File: config.mk
export PLATFORM = sky130hd
export DESIGN_NAME = ptwhc_div
export DESIGN_NICKNAME = d
export VERILOG_FILES = /design/src/design/ptwhc_pkg.sv /design/src/design/ptwhc_div.sv
export SDC_FILE = /design/constraint.sdc
export NUM_CORES = 1
export LEC_CHECK = 0
export BUFFER_PORTS_ARGS = -buffer_cell sky130_fd_sc_hd__buf_2
export CAP_MARGIN = 20
export CORE_UTILIZATION = 54
export DETAILED_ROUTE_END_ITERATION = 16
export GPL_TIMING_DRIVEN = 0
export HOLD_SLACK_MARGIN = 0.06
export PLACE_DENSITY_LB_ADDON = 0.05
export RECOVER_POWER = 25
export SETUP_SLACK_MARGIN = 0.15
export SYNTH_ARGS = -nofsm -noshare
export SYNTH_HDL_FRONTEND = slang
export SYNTH_SLANG_ARGS = --single-unit
export TNS_END_PERCENT = 10
File: constraint.sdc
create_clock -name clock -period 3.9 [get_ports clock]
set_clock_uncertainty 0.1 [all_clocks]
set_input_delay 0.975 -clock clock [delete_from_list [all_inputs] [get_ports clock]]
set_output_delay 0.975 -clock clock [all_outputs]
set_load 0.005 [all_outputs]
File: src/design/ptwhc_pkg.sv
// ============================================================================
// ptwhc_pkg: shared types and constants for hit clustering
// Holds the request/response structs, the per-cluster record and the divide
// and square-root requests used by the cluster engine and its helper units.
// ============================================================================
`timescale 1ns / 1ps

package ptwhc_pkg;

   localparam int DEF_CHANNELS     = 512;
   localparam int DEF_CLUSTERS     = 8;
   localparam int WINDOW_W         = 16;
   localparam logic [WINDOW_W-1:0] WINDOW_RESET = 16'd64;
   localparam logic [7:0] COUNT_MAX = 8'd255;

   localparam logic CMD_HIT   = 1'b0;
   localparam logic CMD_DRAIN = 1'b1;

   typedef struct packed {
      logic        cmd;
      logic [8:0]  channel;
      logic [15:0] hit_time;
      logic [15:0] hit_energy;
      logic signed [15:0] pos_x;
      logic signed [15:0] pos_y;
      logic signed [15:0] pos_z;
   } req_type;

   typedef struct packed {
      logic [8:0]  out_channel;
      logic [15:0] mean_time;
      logic [15:0] time_spread;
      logic [23:0] energy_total;
      logic signed [15:0] mean_x;
      logic signed [15:0] mean_y;
      logic signed [15:0] mean_z;
      logic [7:0]  hit_count;
      logic [7:0]  dropped_hits;
      logic        last;
   } rsp_type;

   // one cluster record, one memory word
   typedef struct packed {
      logic [23:0] esum;
      logic [39:0] tsum;
      logic [55:0] t2sum;
      logic signed [39:0] xsum;
      logic signed [39:0] ysum;
      logic signed [39:0] zsum;
      logic [7:0]  hits;
   } clu_type;

   // divide unit request: unsigned magnitudes
   typedef struct packed {
      logic        start;
      logic [55:0] dividend;
      logic [23:0] divisor;
   } div_req_type;

   typedef struct packed {
      logic        start;
      logic [55:0] radicand;
   } sqrt_req_type;

endpackage

File: src/design/ptwhc_div.sv
// ============================================================================
// ptwhc_div: restoring divider
// Unsigned 56 by 24 bit division, one quotient bit per cycle.
// ============================================================================
`timescale 1ns / 1ps

module ptwhc_div (
   input  logic                   clock,
   input  logic                   reset,
   input  ptwhc_pkg::div_req_type div_req,
   output logic                   done,
   output logic [55:0]            quotient
);
   import ptwhc_pkg::*;

   logic [55:0] quo_ff, quo_in;
   logic [24:0] rem_ff, rem_in;
   logic [23:0] dvs_ff, dvs_in;
   logic [5:0]  cnt_ff, cnt_in;
   logic        run_ff, run_in;
   logic        done_ff, done_in;
   logic [24:0] trial;
   logic [25:0] diff;

   always_comb begin
      quo_in  = quo_ff;
      rem_in  = rem_ff;
      dvs_in  = dvs_ff;
      cnt_in  = cnt_ff;
      run_in  = run_ff;
      done_in = 1'b0;
      trial   = {rem_ff[23:0], quo_ff[55]};
      diff    = {1'b0, trial} - {2'b00, dvs_ff};
      if (div_req.start) begin
         quo_in = div_req.dividend;
         rem_in = '0;
         dvs_in = div_req.divisor;
         cnt_in = 6'd55;
         run_in = 1'b1;
      end else if (run_ff) begin
         if (!diff[25]) begin
            rem_in = diff[24:0];
            quo_in = {quo_ff[54:0], 1'b1};
         end else begin
            rem_in = trial;
            quo_in = {quo_ff[54:0], 1'b0};
         end
         if (cnt_ff == '0) begin
            run_in  = 1'b0;
            done_in = 1'b1;
         end else begin
            cnt_in = cnt_ff - 6'd1;
         end
      end
   end

   always_ff @(posedge clock) begin
      quo_ff <= quo_in;
      rem_ff <= rem_in;
      dvs_ff <= dvs_in;
      cnt_ff <= cnt_in;
      if (reset) begin
         run_ff  <= 1'b0;
         done_ff <= 1'b0;
      end else begin
         run_ff  <= run_in;
         done_ff <= done_in;
      end
   end

   assign done     = done_ff;
   assign quotient = quo_ff;

endmodule

After elaboration in Yosys (flattened, before gate mapping)
Cells that the tools add are included.
Cells by class
  mux-type cells: 8
  reduce and logical (&&, ||, !) cells: 4
  bitwise logic cells: 2
  add/sub/neg operators: 2
Operator list (count)
  $mux W56: 2
  $sub A25 B24 Y26: 1
  $mux W24: 1
  $logic_not A6 Y1: 1
  $sub A6 B1 Y6 const B: 1
  $mux W1: 5
  $reduce_or A3 Y1: 1
  $not A1 Y1: 2
  $reduce_and A2 Y1: 1
  $reduce_bool A2 Y1: 1
Word-level totals
  bits of input ports: 83
  output and inout bits: 57
  bits in registers: 112
  logic and storage cells: 22

Logic depth before layout (Yosys ltp)
  depth after elaboration: 4
  gate-level depth with buffers: 12
  gate-level depth less buffers: 11

Worst setup path after synthesis
OpenSTA, ideal clock, no wires.
  path kind: input -> register
  start: in div_req[80] in the netlist's numbering
  end: reg quo_ff[0] (netlist: quotient[0]), enable pin
  path slack: 0.811 ns
  library setup time: 0.410 ns
  buffers on the path: 2
  required time: 3.390 ns
  stages on the path: 4
  arrival time: 2.579 ns
  path through: clkbuf_1 > nor2_1 > clkbuf_1 > inv_1
On the way
  word-level cells in the longest chain between the ends: 1
Ends and longest elaborated chain
  from (decl): RTL line ptwhc_div.sv:10  | input ptwhc_pkg::div_req_type div_req,
  $reduce_bool A2 Y1 (no source line)
  to (signal assigned): RTL line ptwhc_div.sv:58  | quo_ff <= quo_in;
  to (decl): RTL line ptwhc_div.sv:16  | logic [55:0] quo_ff, quo_in;
No other way between the ends.
A chain may end at the register's enable or synchronous reset.

Worst setup path in the final report
  start: in div_req[80] in the netlist's numbering
  end: reg quo_ff[51] (netlist: quotient[51]), data pin
On the way
  word-level cells in the longest chain between the ends: 1
Ends and longest elaborated chain
  $mux W56: RTL line ptwhc_div.sv:34  | if (div_req.start) begin
  named net quo_in[51]: RTL line ptwhc_div.sv:16
The timed path passes the listed nets, and every way through them passes these cells.

==> flow_metrics.tcl <==
set metrics [dict create \
    syn_inst 498 \
    ant_nets 0 \
    critical_path_class "in -> reg" \
    grt_usage 0.247 \
    cts_resized 0 \
    crit_chain "buf_2 -> clkbuf_1 -> clkbuf_1 -> clkbuf_1 -> mux2_2" \
    hold_slack_ns 0.398 \
    cts_buffers 9 \
    startpoint_type "primary input" \
    ys_top_cells_by_area "edfxtp_1, dfxtp_1, mux2_2, ha_1, a21oi_1" \
    rsz0062_at_grt "false" \
    p_leak_nw 2.90 \
    grt_max_degree 34 \
    wl_per_cell_um 16.6 \
    dpl.hpwl_mm 9.73 \
    synth_warnings 0 \
    initial_core_util 0.560 \
    slew_headroom 0.589 \
    syn_nets 608 \
    postCtsSetupBuffers 0 \
    layout.nets 759 \
    drc 0 \
    core-area_sq_um 10400 \
    critical_path.top_delay_family "buffers and inverters" \
    period_share 0.827 \
    die_w_um 106 \
    drive_gt1_frac 0.343 \
    synth_edf_count 80 \
    grt_pass1_wl_mm 21.5 \
    crit_fanout 25 \
    cpMostUsedCell "clkbuf_1" \
    setup_viol 0 \
    fillers 865 \
    worst_pin_slew_ns 0.617 \
    drtIter0Drc 188 \
    grt-ovfl-total 0 \
    worstPathArrival_ns 3.27 \
    yosysMostFrequentCell "edfxtp_1" \
    cp_slowest_cell "buf_2" \
    vias_per_cell 5.51 \
    ys_ff_latch 112 \
    io-pin-count 140 \
    hp-class "reg -> reg" \
    cts_tree "yes" \
    timing.final.crit_period_ns 3.23 \
    n_antenna_cell 0 \
    port_buffers 139 \
    num_rows 37 \
    die_h_um 106 \
    cts_sinks 112 \
    clock_latency_ns 0.38 \
    gp_congestion 0.878 \
    ys.flop_type "edfxtp_1" \
    cts_hold_buffers 0 \
    synth_top_area_share 0.414 \
    fmax_mhz 310 \
    netlist_area_sq_um 5810 \
    synth_commonest_cells "edfxtp_1, mux2_2, dfxtp_1, nor2_1, inv_1" \
    grt_pass1_vias 4440 \
    layoutNonFillerInstCount 790 \
    status "finished, final reports clean" \
    antenna_found_initial 0 \
    ys_types 59 \
    clkTransAtPathRegs_ns 0.11 \
    vias 4353 \
    drt_first_pass_iters 4 \
    wl_mm 13.1 \
    hold_viol_final 0 \
    drv_slew 0 \
    irDropWorstVdd_mv 0.317 \
    dieArea_sq_um 11200 \
    crit_required_ns 3.94 \
    areaGrowthSynthToFinish_pct 18.4 \
    dp_cells 774 \
    yosysTopAreaCell "edfxtp_1" \
    cts_buffer_depth 2 \
    power.density_nw_per_um2 391 \
    maxCapViolCount 0 \
    seq_area_frac_synth 0.524 \
    end_kind "register" \
    async_flop_share 0 \
    cp_slowest_stage_delay_ns 0.48 \
    htreeDepth 3 \
    crit_buf_inv 4 \
    cts-root-buf "clkbuf_8" \
    synth.avg_cell_area_sq_um 11.7 \
]
[tightest hold or removal path: stages, from the launching register on]
cell and delay, ns:
dfxtp_1 0.34, nand2_1 0.05, o21ai_0 0.06
[cells by family (layout without fill, tap and decap cells)]
family	after synthesis	in the layout	synth area share
xor+xnor	17	17	0.0256
simple gates	102	102	0.0864
flops	112	112	0.524
buf+inv	53	209	0.0362
compound gates	128	128	0.154
mux	59	59	0.114
fa+ha+maj	27	27	0.0595
[layout by cell type, fill, tap and decap left out, types with 2 or more instances in the layout]
cell type,netlist,final
mux2_2,56,56
o21ai_0,26,26
o211ai_1,3,3
clkinvlp_4,0,2
o21a_1,5,5
a22oi_1,2,2
mux2i_1,3,3
o31a_1,2,2
nand3_1,10,10
nand2_1,21,21
a211oi_1,17,17
nor3_1,6,6
ha_1,26,26
xor2_1,8,8
clkbuf_1,14,18
nor4_1,2,2
xnor2_1,9,9
nand2b_1,7,7
nand4_1,2,2
a21oi_1,29,29
dfxtp_1,32,32
buf_2,5,140
edfxtp_1,80,80
nor2b_1,5,5
nor2_1,32,32
or3_1,2,2
inv_1,31,30
a32oi_1,4,4
o21bai_1,3,3
clkbuf_8,0,9
a22o_1,5,5
a21o_1,10,10
and3_1,5,5
and2_1,4,4
a31oi_1,6,6
[report_power, final]
part           switching, mW  leakage [nW]  total [mW]  internal, mW
combinational          0.304          1.75       0.566         0.261
sequential            0.0565          1.06        1.45          1.40
clock                  0.425        0.0905       0.670         0.245
total                  0.786          2.90        2.69          1.90
[cell type report]
cell class | count | area, sq um | share of cell area
Multi-Input combinational cell | 333 | 2550 | 0.371
Buffer | 22 | 93.8 | 0.0136
Clock buffer | 9 | 124 | 0.0180
Clock inverter | 7 | 65.1 | 0.00946
Sequential cell | 112 | 3040 | 0.443
Inverter | 31 | 116 | 0.0169
Timing Repair Buffer | 140 | 711 | 0.103
Tap cell | 136 | 170 | 0.0247
[final timing paths]
path                                                 to                     from  slack [ns]  cells after the start
worst min register to register  rem_ff[13]$_SDFFE_PP0P_  rem_ff[13]$_SDFFE_PP0P_        0.40                      2
worst max-delay path             quotient[51]$_DFFE_PP_              div_req[80]        0.67                      5
worst max register to register  rem_ff[22]$_SDFFE_PP0P_   quotient[55]$_DFFE_PP_        0.91                     11
worst min-delay path            rem_ff[13]$_SDFFE_PP0P_  rem_ff[13]$_SDFFE_PP0P_        0.40                      2
[layer usage]
layer,routed length (um),track usage
met1,5730,0.300
met2,6500,0.421
met3,772,0.0711
met4,73,0.0833
met5,0,0
[per-stage QoR]
step	util	power, mW	TNS (ns)	cell area (sq um)	setup slack [ns]
6_report	0.663	2.69	0	6880	0.674
5_1_grt	0.663	2.83	0	6880	0.490
4_1_cts	0.663	2.71	0	6880	0.659
3_5_place_dp	0.645	2.04	0	6690	0.254
3_3_place_gp	0.643	2.02	-29.90	6670	-0.535
2_1_floorplan	-	1.84	0	5810	0.811
[state kept, by name (all words and copies together), names as in the netlist]
register and flops:
rem_ff 24, quotient 56, cnt_ff 6, run_ff 1, dvs_ff 24, done 1
Power figures use the tool's default switching activity.
