===== config.mk =====
export PLATFORM = sky130hd
export DESIGN_NAME = ptwhc_sqrt
export DESIGN_NICKNAME = d
export VERILOG_FILES = /design/src/design/ptwhc_pkg.sv /design/src/design/ptwhc_sqrt.sv
export SDC_FILE = /design/constraint.sdc
export NUM_CORES = 1
export LEC_CHECK = 0
export CORE_UTILIZATION = 55
export CTS_CLUSTER_DIAMETER = 80
export DETAILED_ROUTE_END_ITERATION = 6
export DONT_BUFFER_PORTS = 1
export GPL_TIMING_DRIVEN = 0
export PLACE_DENSITY = 0.73
export RECOVER_POWER = 100
export SLEW_MARGIN = 30
export SYNTH_ARGS = -nofsm -noshare
export SYNTH_HDL_FRONTEND = slang
export SYNTH_SLANG_ARGS = --single-unit

===== constraint.sdc =====
create_clock -name clock -period 2.9 [get_ports clock]
set_input_delay 0.435 -clock clock [delete_from_list [all_inputs] [get_ports clock]]
set_output_delay 0.435 -clock clock [all_outputs]
set_load 0.01 [all_outputs]

===== src/design/ptwhc_pkg.sv =====
// ============================================================================
// ptwhc_pkg: shared types and constants for hit clustering
// Holds the request/response structs, the per-cluster record and the divide
// and square-root requests used by the cluster engine and its helper units.
// ============================================================================
`timescale 1ns / 1ps

package ptwhc_pkg;

   localparam int DEF_CHANNELS     = 512;
   localparam int DEF_CLUSTERS     = 8;
   localparam int WINDOW_W         = 16;
   localparam logic [WINDOW_W-1:0] WINDOW_RESET = 16'd64;
   localparam logic [7:0] COUNT_MAX = 8'd255;

   localparam logic CMD_HIT   = 1'b0;
   localparam logic CMD_DRAIN = 1'b1;

   typedef struct packed {
      logic        cmd;
      logic [8:0]  channel;
      logic [15:0] hit_time;
      logic [15:0] hit_energy;
      logic signed [15:0] pos_x;
      logic signed [15:0] pos_y;
      logic signed [15:0] pos_z;
   } req_type;

   typedef struct packed {
      logic [8:0]  out_channel;
      logic [15:0] mean_time;
      logic [15:0] time_spread;
      logic [23:0] energy_total;
      logic signed [15:0] mean_x;
      logic signed [15:0] mean_y;
      logic signed [15:0] mean_z;
      logic [7:0]  hit_count;
      logic [7:0]  dropped_hits;
      logic        last;
   } rsp_type;

   // one cluster record, one memory word
   typedef struct packed {
      logic [23:0] esum;
      logic [39:0] tsum;
      logic [55:0] t2sum;
      logic signed [39:0] xsum;
      logic signed [39:0] ysum;
      logic signed [39:0] zsum;
      logic [7:0]  hits;
   } clu_type;

   // divide unit request: unsigned magnitudes
   typedef struct packed {
      logic        start;
      logic [55:0] dividend;
      logic [23:0] divisor;
   } div_req_type;

   typedef struct packed {
      logic        start;
      logic [55:0] radicand;
   } sqrt_req_type;

endpackage


===== src/design/ptwhc_sqrt.sv =====
// ============================================================================
// ptwhc_sqrt: digit-by-digit square root
// Floor square root of a 56 bit value, one result bit per cycle.
// ============================================================================
`timescale 1ns / 1ps

module ptwhc_sqrt (
   input  logic                    clock,
   input  logic                    reset,
   input  ptwhc_pkg::sqrt_req_type sqrt_req,
   output logic                    done,
   output logic [27:0]             root
);
   import ptwhc_pkg::*;

   logic [55:0] rad_ff, rad_in;
   logic [29:0] rem_ff, rem_in;
   logic [27:0] root_ff, root_in;
   logic [4:0]  cnt_ff, cnt_in;
   logic        run_ff, run_in;
   logic        done_ff, done_in;
   logic [29:0] trial;
   logic [30:0] diff;

   always_comb begin
      rad_in  = rad_ff;
      rem_in  = rem_ff;
      root_in = root_ff;
      cnt_in  = cnt_ff;
      run_in  = run_ff;
      done_in = 1'b0;
      trial   = {rem_ff[27:0], rad_ff[55:54]};
      diff    = {1'b0, trial} - {1'b0, root_ff, 2'b01};
      if (sqrt_req.start) begin
         rad_in  = sqrt_req.radicand;
         rem_in  = '0;
         root_in = '0;
         cnt_in  = 5'd27;
         run_in  = 1'b1;
      end else if (run_ff) begin
         rad_in = {rad_ff[53:0], 2'b00};
         if (!diff[30]) begin
            rem_in  = diff[29:0];
            root_in = {root_ff[26:0], 1'b1};
         end else begin
            rem_in  = trial;
            root_in = {root_ff[26:0], 1'b0};
         end
         if (cnt_ff == '0) begin
            run_in  = 1'b0;
            done_in = 1'b1;
         end else begin
            cnt_in = cnt_ff - 5'd1;
         end
      end
   end

   always_ff @(posedge clock) begin
      rad_ff  <= rad_in;
      rem_ff  <= rem_in;
      root_ff <= root_in;
      cnt_ff  <= cnt_in;
      if (reset) begin
         run_ff  <= 1'b0;
         done_ff <= 1'b0;
      end else begin
         run_ff  <= run_in;
         done_ff <= done_in;
      end
   end

   assign done = done_ff;
   assign root = root_ff;

endmodule


After elaboration in Yosys (flattened, before gate mapping)
Cells that the tools add are included. W data, S select, Z words.

$add $sub $neg: 2. Multiplexer cells: 8. Bitwise gates (word level): 2. Reductions and logical operators: 4.

Operator list (count): $mux W56 (2); $sub A30 B30 Y31 (1); $mux W28 (1); $logic_not A5 Y1 (1); $mux W1 (5); $sub A5 B1 Y5 const B (1); $reduce_or A3 Y1 (1); $not A1 Y1 (2); $reduce_and A2 Y1 (1); $reduce_bool A2 Y1 (1).

Bits in registers: 119. Output and inout bits: 29. Logic and storage cells: 22.

Logic depth before layout (Yosys ltp)
Gate-level depths: netlist of the first run.

Depth after elaboration: 4. Gate-level depth with buffers: 13. Depth with buffers taken out: 11.

Worst setup path after synthesis of the first run
OpenSTA, ideal clock, no wires.

Kind: reg-to-reg. From: register root_ff[5], in the netlist root[5]. To: register rem_ff[24]. Arrival time: 2.870 ns. Data required time: 2.764 ns. Path slack: -0.106 ns. Cell stages (with the launch flop): 13. Path buffers: 1. Cells stage by stage: dfxtp_1 inv_1 ha_1 a211oi_2 o21bai_1 o21a_1 o31ai_2 o21ai_1 a21o_1 a221oi_4 buf_6 mux2i_1 a211oi_2.

Cells in the longest elaborated chain, start to end: 2.

Ends and longest elaborated chain: start: declaration (RTL line ptwhc_sqrt.sv:18) `logic [27:0] root_ff, root_in;`; start signal: assignment (RTL line ptwhc_sqrt.sv:61) `root_ff <= root_in;`; $sub A30 B30 Y31 (RTL line ptwhc_sqrt.sv:33) `diff = {1'b0, trial} - {1'b0, root_ff, 2'b01};`; $mux W28 (RTL line ptwhc_sqrt.sv:42) `if (!diff[30]) begin`; end signal: assignment (RTL line ptwhc_sqrt.sv:60) `rem_ff <= rem_in;`; end: declaration (RTL line ptwhc_sqrt.sv:17) `logic [29:0] rem_ff, rem_in;`.

No other way between the ends. A chain may end at the register's enable or synchronous reset.

Worst setup path in the final report of the first run
From: register root_ff[0], in the netlist root[0]. To: register rem_ff[11].

The elaborated chain is that of the path after synthesis.

==> results.cfg, run 1 <==
[setup_path]
start_kind = flip-flop
crit_end = rem_ff[11]$_SDFFE_PP0P_
critPathKind = reg2reg
path_cells = inv_4 -> ha_4 -> nor2b_4 -> o211ai_1 -> a311oi_2 -> o31ai_4 -> o21ai_2 -> a21o_1 -> a221oi_4 -> buf_12 -> buf_12 -> buf_8 -> mux2i_1 -> a211oi_1
worstPathMaxFanout = 6
critPathLaunch = root[0]$_SDFFE_PP0P_
cpMaxStageDelayCell = dfxtp_4
cpPeakStageDelay_ps = 390
reg2reg_slack_ps = -60
required_ps = 3170
cp_common_cell = buf_12
r2r_cells = 14
critPathCaptureType = flip-flop
crit_arrival_ps = 3230
r2r-end = rem_ff[11]$_SDFFE_PP0P_
reg2reg_from = root[0]$_SDFFE_PP0P_

[synthesis]
yosys_warnings = 0
synth_enable_flop_cells = 56
synthCells = 581
yosysTopAreaCellShare_pct = 26.8
synth.avg_cell_area_um2 = 10.8
yosysMostFrequentCell = dfxtp_1
synth_top_area_cell = edfxtp_1
synth_top_cells_by_area = edfxtp_1 (27%), dfxtp_1 (20%), mux2_2 (9.7%), mux2i_1 (7.7%), ha_1 (6.0%)
syn_area_um2 = 6270
synth_common_cells = dfxtp_1 (63), nor2_1 (59), edfxtp_1 (56)
synth-async-reset-ratio_pct = 0
ys_seq_elements = 119
seq_area_frac_synth_pct = 46.9
syn_nets = 670
synth_ff_type = dfxtp_1
synth.distinct_cells = 51

[grt]
grt_start_max_net_pins = 32
grt_first_pass_wirelength_um = 22300
grt_pass1_vias = 4603
grt_use_total_pct = 25.4
overflow = 0
antenna_found_initial = 0

[floorplan]
fp-row-count = 38
dieArea_um2 = 11800
dieHeight_um = 109
ios = 88
start_util_pct = 57.1
die_w_um = 109
coreArea_um2 = 11000

[timing]
skew_ps = 7.43
tns_ps = -425
fmax_mhz = 337
fin_crit_sh_pct = 102
tightest_slew_ps = 1210
final_hold_viol_count = 0
setup_viol = 14
layout_setup_ws_ps = -63.6
post-route-min-period_ps = 2960
drv_slew = 0
rsz0062_at_grt = yes
max-slew-margin-rel_pct = 19.1

[clock_tree]
tritoncts = yes
cts_buffers = 17
clock_path_buffers = 2
cts.sinks = 119
cts_hold_buffers = 0
h-tree-depth = 4
cts.clk_slew.worst_paths_ps = 60
root_buffer = clkbuf_16
insertion_delay_ps = 420

[layout]
fin_nets = 704
antenna_cells = 0
fin_util_pct = 68.1
drive_above_1_share_pct = 26.1
area_growth_pct = 19.2

[outcome]
violations = setup timing
status = finished with violations

[drt]
routed_via_density = 5.92
dr.pass1.iters = 4
avgRoutedWirePerCell_um = 18.3
wl_um = 14000
route.detailed.drc = 0
vias = 4544
drt_iter0_drc = 255
detail-route-antenna-nets = 0

[job]
drv_cap = 0

[place]
gp_congestion = 0.880
place_hpwl_um = 9290
portBuffers = 0

[power]
leakage_nw = 2.83
ir_drop_uv = 836
pwr_density_cell_nw_per_um2 = 1240
p_total_w = 0.00926

[hold_path]
hp-class = in2reg
## metrics by stage
stage / hold slack [ps] / instances / setup WS, ps / instance area (µm²)
after floorplan: 417 / 581 / 2.66 / 6290
after detailed placement: 434 / 722 / -511 / 6490
after global placement: 429 / 721 / -479 / 6470
after CTS: 58.3 / 765 / -44.5 / 7380
final: 80.0 / 768 / -63.6 / 7480
after global routing: 58.8 / 768 / -152 / 7480
## worst min-delay path by stage
stage               depth (start not counted)  slack, ps                    from                endpoint
floorplan                                   1        420  cnt_ff[4]$_SDFFE_PP1P_  cnt_ff[4]$_SDFFE_PP1P_
global placement                            1        430  cnt_ff[4]$_SDFFE_PP1P_  cnt_ff[4]$_SDFFE_PP1P_
detailed placement                          1        430  cnt_ff[4]$_SDFFE_PP1P_  cnt_ff[4]$_SDFFE_PP1P_
CTS                                         1         60                   reset       run_ff$_SDFF_PP0_
global route                                1         60                   reset       run_ff$_SDFF_PP0_
finish                                      1         80                   reset       run_ff$_SDFF_PP0_
## sequential cells by signal (all words and copies together), names as in the netlist
name / cells
cnt_ff: 5
done: 1
rad_ff: 56
rem_ff: 28
root: 28
run_ff: 1
## per-layer routing
layer | part of all wire [%] | GRT usage, %
met5 | 0 | 0
met4 | 2.0 | 11.3
met3 | 6.7 | 8.85
met2 | 50 | 43.1
met1 | 42 | 28.7
## cell usage in the layout, fill, tap and decap left out, types with 8 or more instances in the layout
cell       Yosys  layout
xnor2_1       15      15
buf_4          1      17
clkbuf_1      26      21
dfxtp_1       63      50
nor2_1        59      59
o21ai_1       10       9
a21o_1        12      12
ha_1          30      16
inv_1         38      36
clkbuf_16      0      17
mux2_2        54      54
edfxtp_1      56      56
mux2i_1       48      44
nand3_1        8       8
a211oi_1      14      12
a21oi_1       19      16
nand2_1       24      24
xor2_1        13      13
## kinds of logic (layout without fill, tap and decap cells)
kind of cell               Yosys count  after routing  synth area share, %
AOI/OAI and AO/OA                  112            112                 12.7
xor gates and xnor gates            28             28                 3.91
adders and majority gates           30             30                 5.98
buffers and inverters               69            116                 4.45
DFF                                119            119                 46.9
muxes                              102            102                 17.4
and+or+nand+nor                    121            121                 8.66
## critical path, delay by kind of cell (launching register included)
family	cells	cell delay, ps
mux	1	200
simple gates	1	130
compound gates	7	1430
flops	1	390
buf+inv	4	440
fa+ha+maj	1	220
## cell type report
cell class / instances / area (µm²)
timing repair buffer: 21 / 210
multi-input combinational: 393 / 3270
clock buffer: 17 / 425
clock inverter: 15 / 143
fill: 804 / 3510
inverter: 38 / 146
sequential: 119 / 2980
tap: 140 / 175
buffer: 25 / 128
## repair_timing
item,CTS,global route
resized for setup,50,16
endpoints found under the hold margin,0,0
endpoints found under the setup margin,29,28
pin swaps,24,14
gates cloned,2,0
buffers inserted,16,3
## power breakdown
part / internal, W / switching (W) / total [W] / leakage, nW
clock: 0.00119 / 0.000800 / 0.00199 / 0.265
combinational: 0.00264 / 0.00245 / 0.00509 / 1.48
sequential: 0.00201 / 0.000170 / 0.00218 / 1.09
total: 0.00583 / 0.00342 / 0.00926 / 2.83
Power figures use the tool's default switching activity.
==> inputs of run 2 (changes only) <==
MAX_ROUTING_LAYER = met4   (was unset)
PLACE_DENSITY = 0.7   (was 0.73)
clock period = 3.1 ns   (was 2.9 ns; I/O delays follow)
==> run 2 against run 1 <==
Against the previous run:
- the flow now finishes without violations
- clock skew decreased by 1.2 ps
- final cell count decreased by 1.6%
- clock power decreased by 3%
- power decreased by 10%
- sequential cell count unchanged
- via count decreased by 2.3%
- count of clock-buffer cells in the layout unchanged
- sequential power decreased by 7%
- critical path depth unchanged
- worst hold slack improved by 31 ps
- global-route usage increased by 0.091 points
- largest power group unchanged
==> results.cfg, run 2 (synthesis gave the netlist of run 1 again) <==
[outcome]
status = complete, no violations

[drt]
vias = 4441
route.detailed.drc = 0
wl_um = 13800
detail-route-antenna-nets = 0
avgRoutedWirePerCell_um = 18.3
routed_via_density = 5.87
dr.pass1.iters = 4
drt_iter0_drc = 171

[clock_tree]
tritoncts = yes
cts.sinks = 119
cts.clk_slew.worst_paths_ps = 60
insertion_delay_ps = 420
clock_path_buffers = 2
cts_buffers = 17
cts_hold_buffers = 0
h-tree-depth = 4
root_buffer = clkbuf_16

[floorplan]
dieHeight_um = 109
start_util_pct = 57.1
die_w_um = 109
dieArea_um2 = 11800
coreArea_um2 = 11000
ios = 88
fp-row-count = 38

[grt]
grt_start_max_net_pins = 58
overflow = 0
grt_first_pass_wirelength_um = 21500
grt_pass1_vias = 4511
antenna_found_initial = 0
grt_use_total_pct = 25.5

[timing]
post-route-min-period_ps = 3010
tightest_slew_ps = 812
fmax_mhz = 333
final_hold_viol_count = 0
fin_crit_sh_pct = 97.0
max-slew-margin-rel_pct = 45.9
hold_ws_ps = 111
rsz0062_at_grt = yes
tns_ps = 0
setup_viol = 0
skew_ps = 6.20
drv_slew = 0

[setup_path]
path_cells = inv_2 -> ha_4 -> buf_4 -> a211oi_2 -> o21bai_2 -> o21a_1 -> o31ai_4 -> o21ai_2 -> a21o_1 -> a221oi_4 -> buf_12 -> buf_6 -> mux2i_2 -> a211oi_2
r2r-end = rem_ff[24]$_SDFFE_PP0P_
cp_common_cell = a211oi_2
worstPathMaxFanout = 8
crit_arrival_ps = 3280
cpMaxStageDelayCell = dfxtp_4
crit_end = rem_ff[24]$_SDFFE_PP0P_
critPathCaptureType = flip-flop
r2r_cells = 14
required_ps = 3370
critPathLaunch = root[5]$_SDFFE_PP0P_
reg2reg_from = root[5]$_SDFFE_PP0P_
reg2reg_slack_ps = 90
cpPeakStageDelay_ps = 370
start_kind = flip-flop
critPathKind = reg2reg

[layout]
fin_area_um2 = 7360
fin_util_pct = 67.1
n_fill_cell = 867
multi_input_area_um2 = 3250
drive_above_1_share_pct = 24.0
largest_reg_flops = 56
antenna_cells = 0
area_growth_pct = 17.4
final_cell_mix = nor2_1 (59), edfxtp_1 (56), mux2_2 (54)
fin_nets = 693
seq_area_um2 = 2970
final_common_cell = nor2_1
top_register = rad_ff

[job]
drv_cap = 0

[power]
pwr_density_cell_nw_per_um2 = 1130
ir_drop_uv = 702
leakage_nw = 2.80
p_total_w = 0.00830

[place]
gp_congestion = 0.948
portBuffers = 0
placed_area_um2 = 6480
place_hpwl_um = 9300

[hold_path]
hp-class = in2reg
[run 2: worst min-delay path by stage]
stage                                 startpoint                      to  slack [ps]  cells past startpoint
after global routing                       reset       run_ff$_SDFF_PP0_         100                      1
after CTS                                  reset       run_ff$_SDFF_PP0_         100                      1
final                                      reset       run_ff$_SDFF_PP0_         110                      1
after global placement    cnt_ff[4]$_SDFFE_PP1P_  cnt_ff[4]$_SDFFE_PP1P_         430                      1
after detailed placement  cnt_ff[4]$_SDFFE_PP1P_  cnt_ff[4]$_SDFFE_PP1P_         440                      1
after floorplan           cnt_ff[4]$_SDFFE_PP1P_  cnt_ff[4]$_SDFFE_PP1P_         420                      1
[run 2: per-layer routing]
| metal | vias up | routed length, µm | GRT usage, % | part of all wire [%] |
|---|---|---|---|---|
| met5 | - | 0 | - | 0 |
| met4 | 0 | 333 | 14.0 | 2.4 |
| met3 | 28 | 804 | 7.53 | 5.8 |
| met2 | 124 | 6950 | 41.5 | 50 |
| met1 | 2134 | 5720 | 27.9 | 41 |
| li1 | 2155 | - | - | - |
[run 2: cell type report]
class | count | share of cell area, %
multi-input cells | 393 | 44.2
flip-flops and latches | 119 | 40.3
clock buffers | 17 | 5.78
well taps | 140 | 2.38
clock inverters | 14 | 2.17
inverters | 38 | 1.97
repair buffers | 11 | 1.66
plain buffers | 24 | 1.58
[run 2: through the flow]
step	worst slack, ps	instances
5_1_grt	-39.9	756
3_5_place_dp	-451	722
2_1_floorplan	94.0	581
3_3_place_gp	-436	721
4_1_cts	5.22	755
6_report	93.0	756
[run 2: timing repair]
| item | in CTS | in global routing |
|---|---|---|
| gates resized for setup | 15 | 49 |
| gates cloned | 2 | 0 |
| setup endpoints to repair | 29 | 25 |
| buffers inserted | 4 | 5 |
| pin swaps | 6 | 17 |
[run 2: power breakdown]
group / internal (W) / switching [W]
clock network: 0.00125 / 0.000698
registers: 0.00188 / 0.000153
logic: 0.00217 / 0.00215
[run 2: critical path, delay by kind of cell, from the launching register on]
family | cells | cell delay [ps]
adders and majority gates | 1 | 220
AOI/OAI and AO/OA | 8 | 1530
muxes | 1 | 230
buffers and inverters | 4 | 500
DFF | 1 | 370
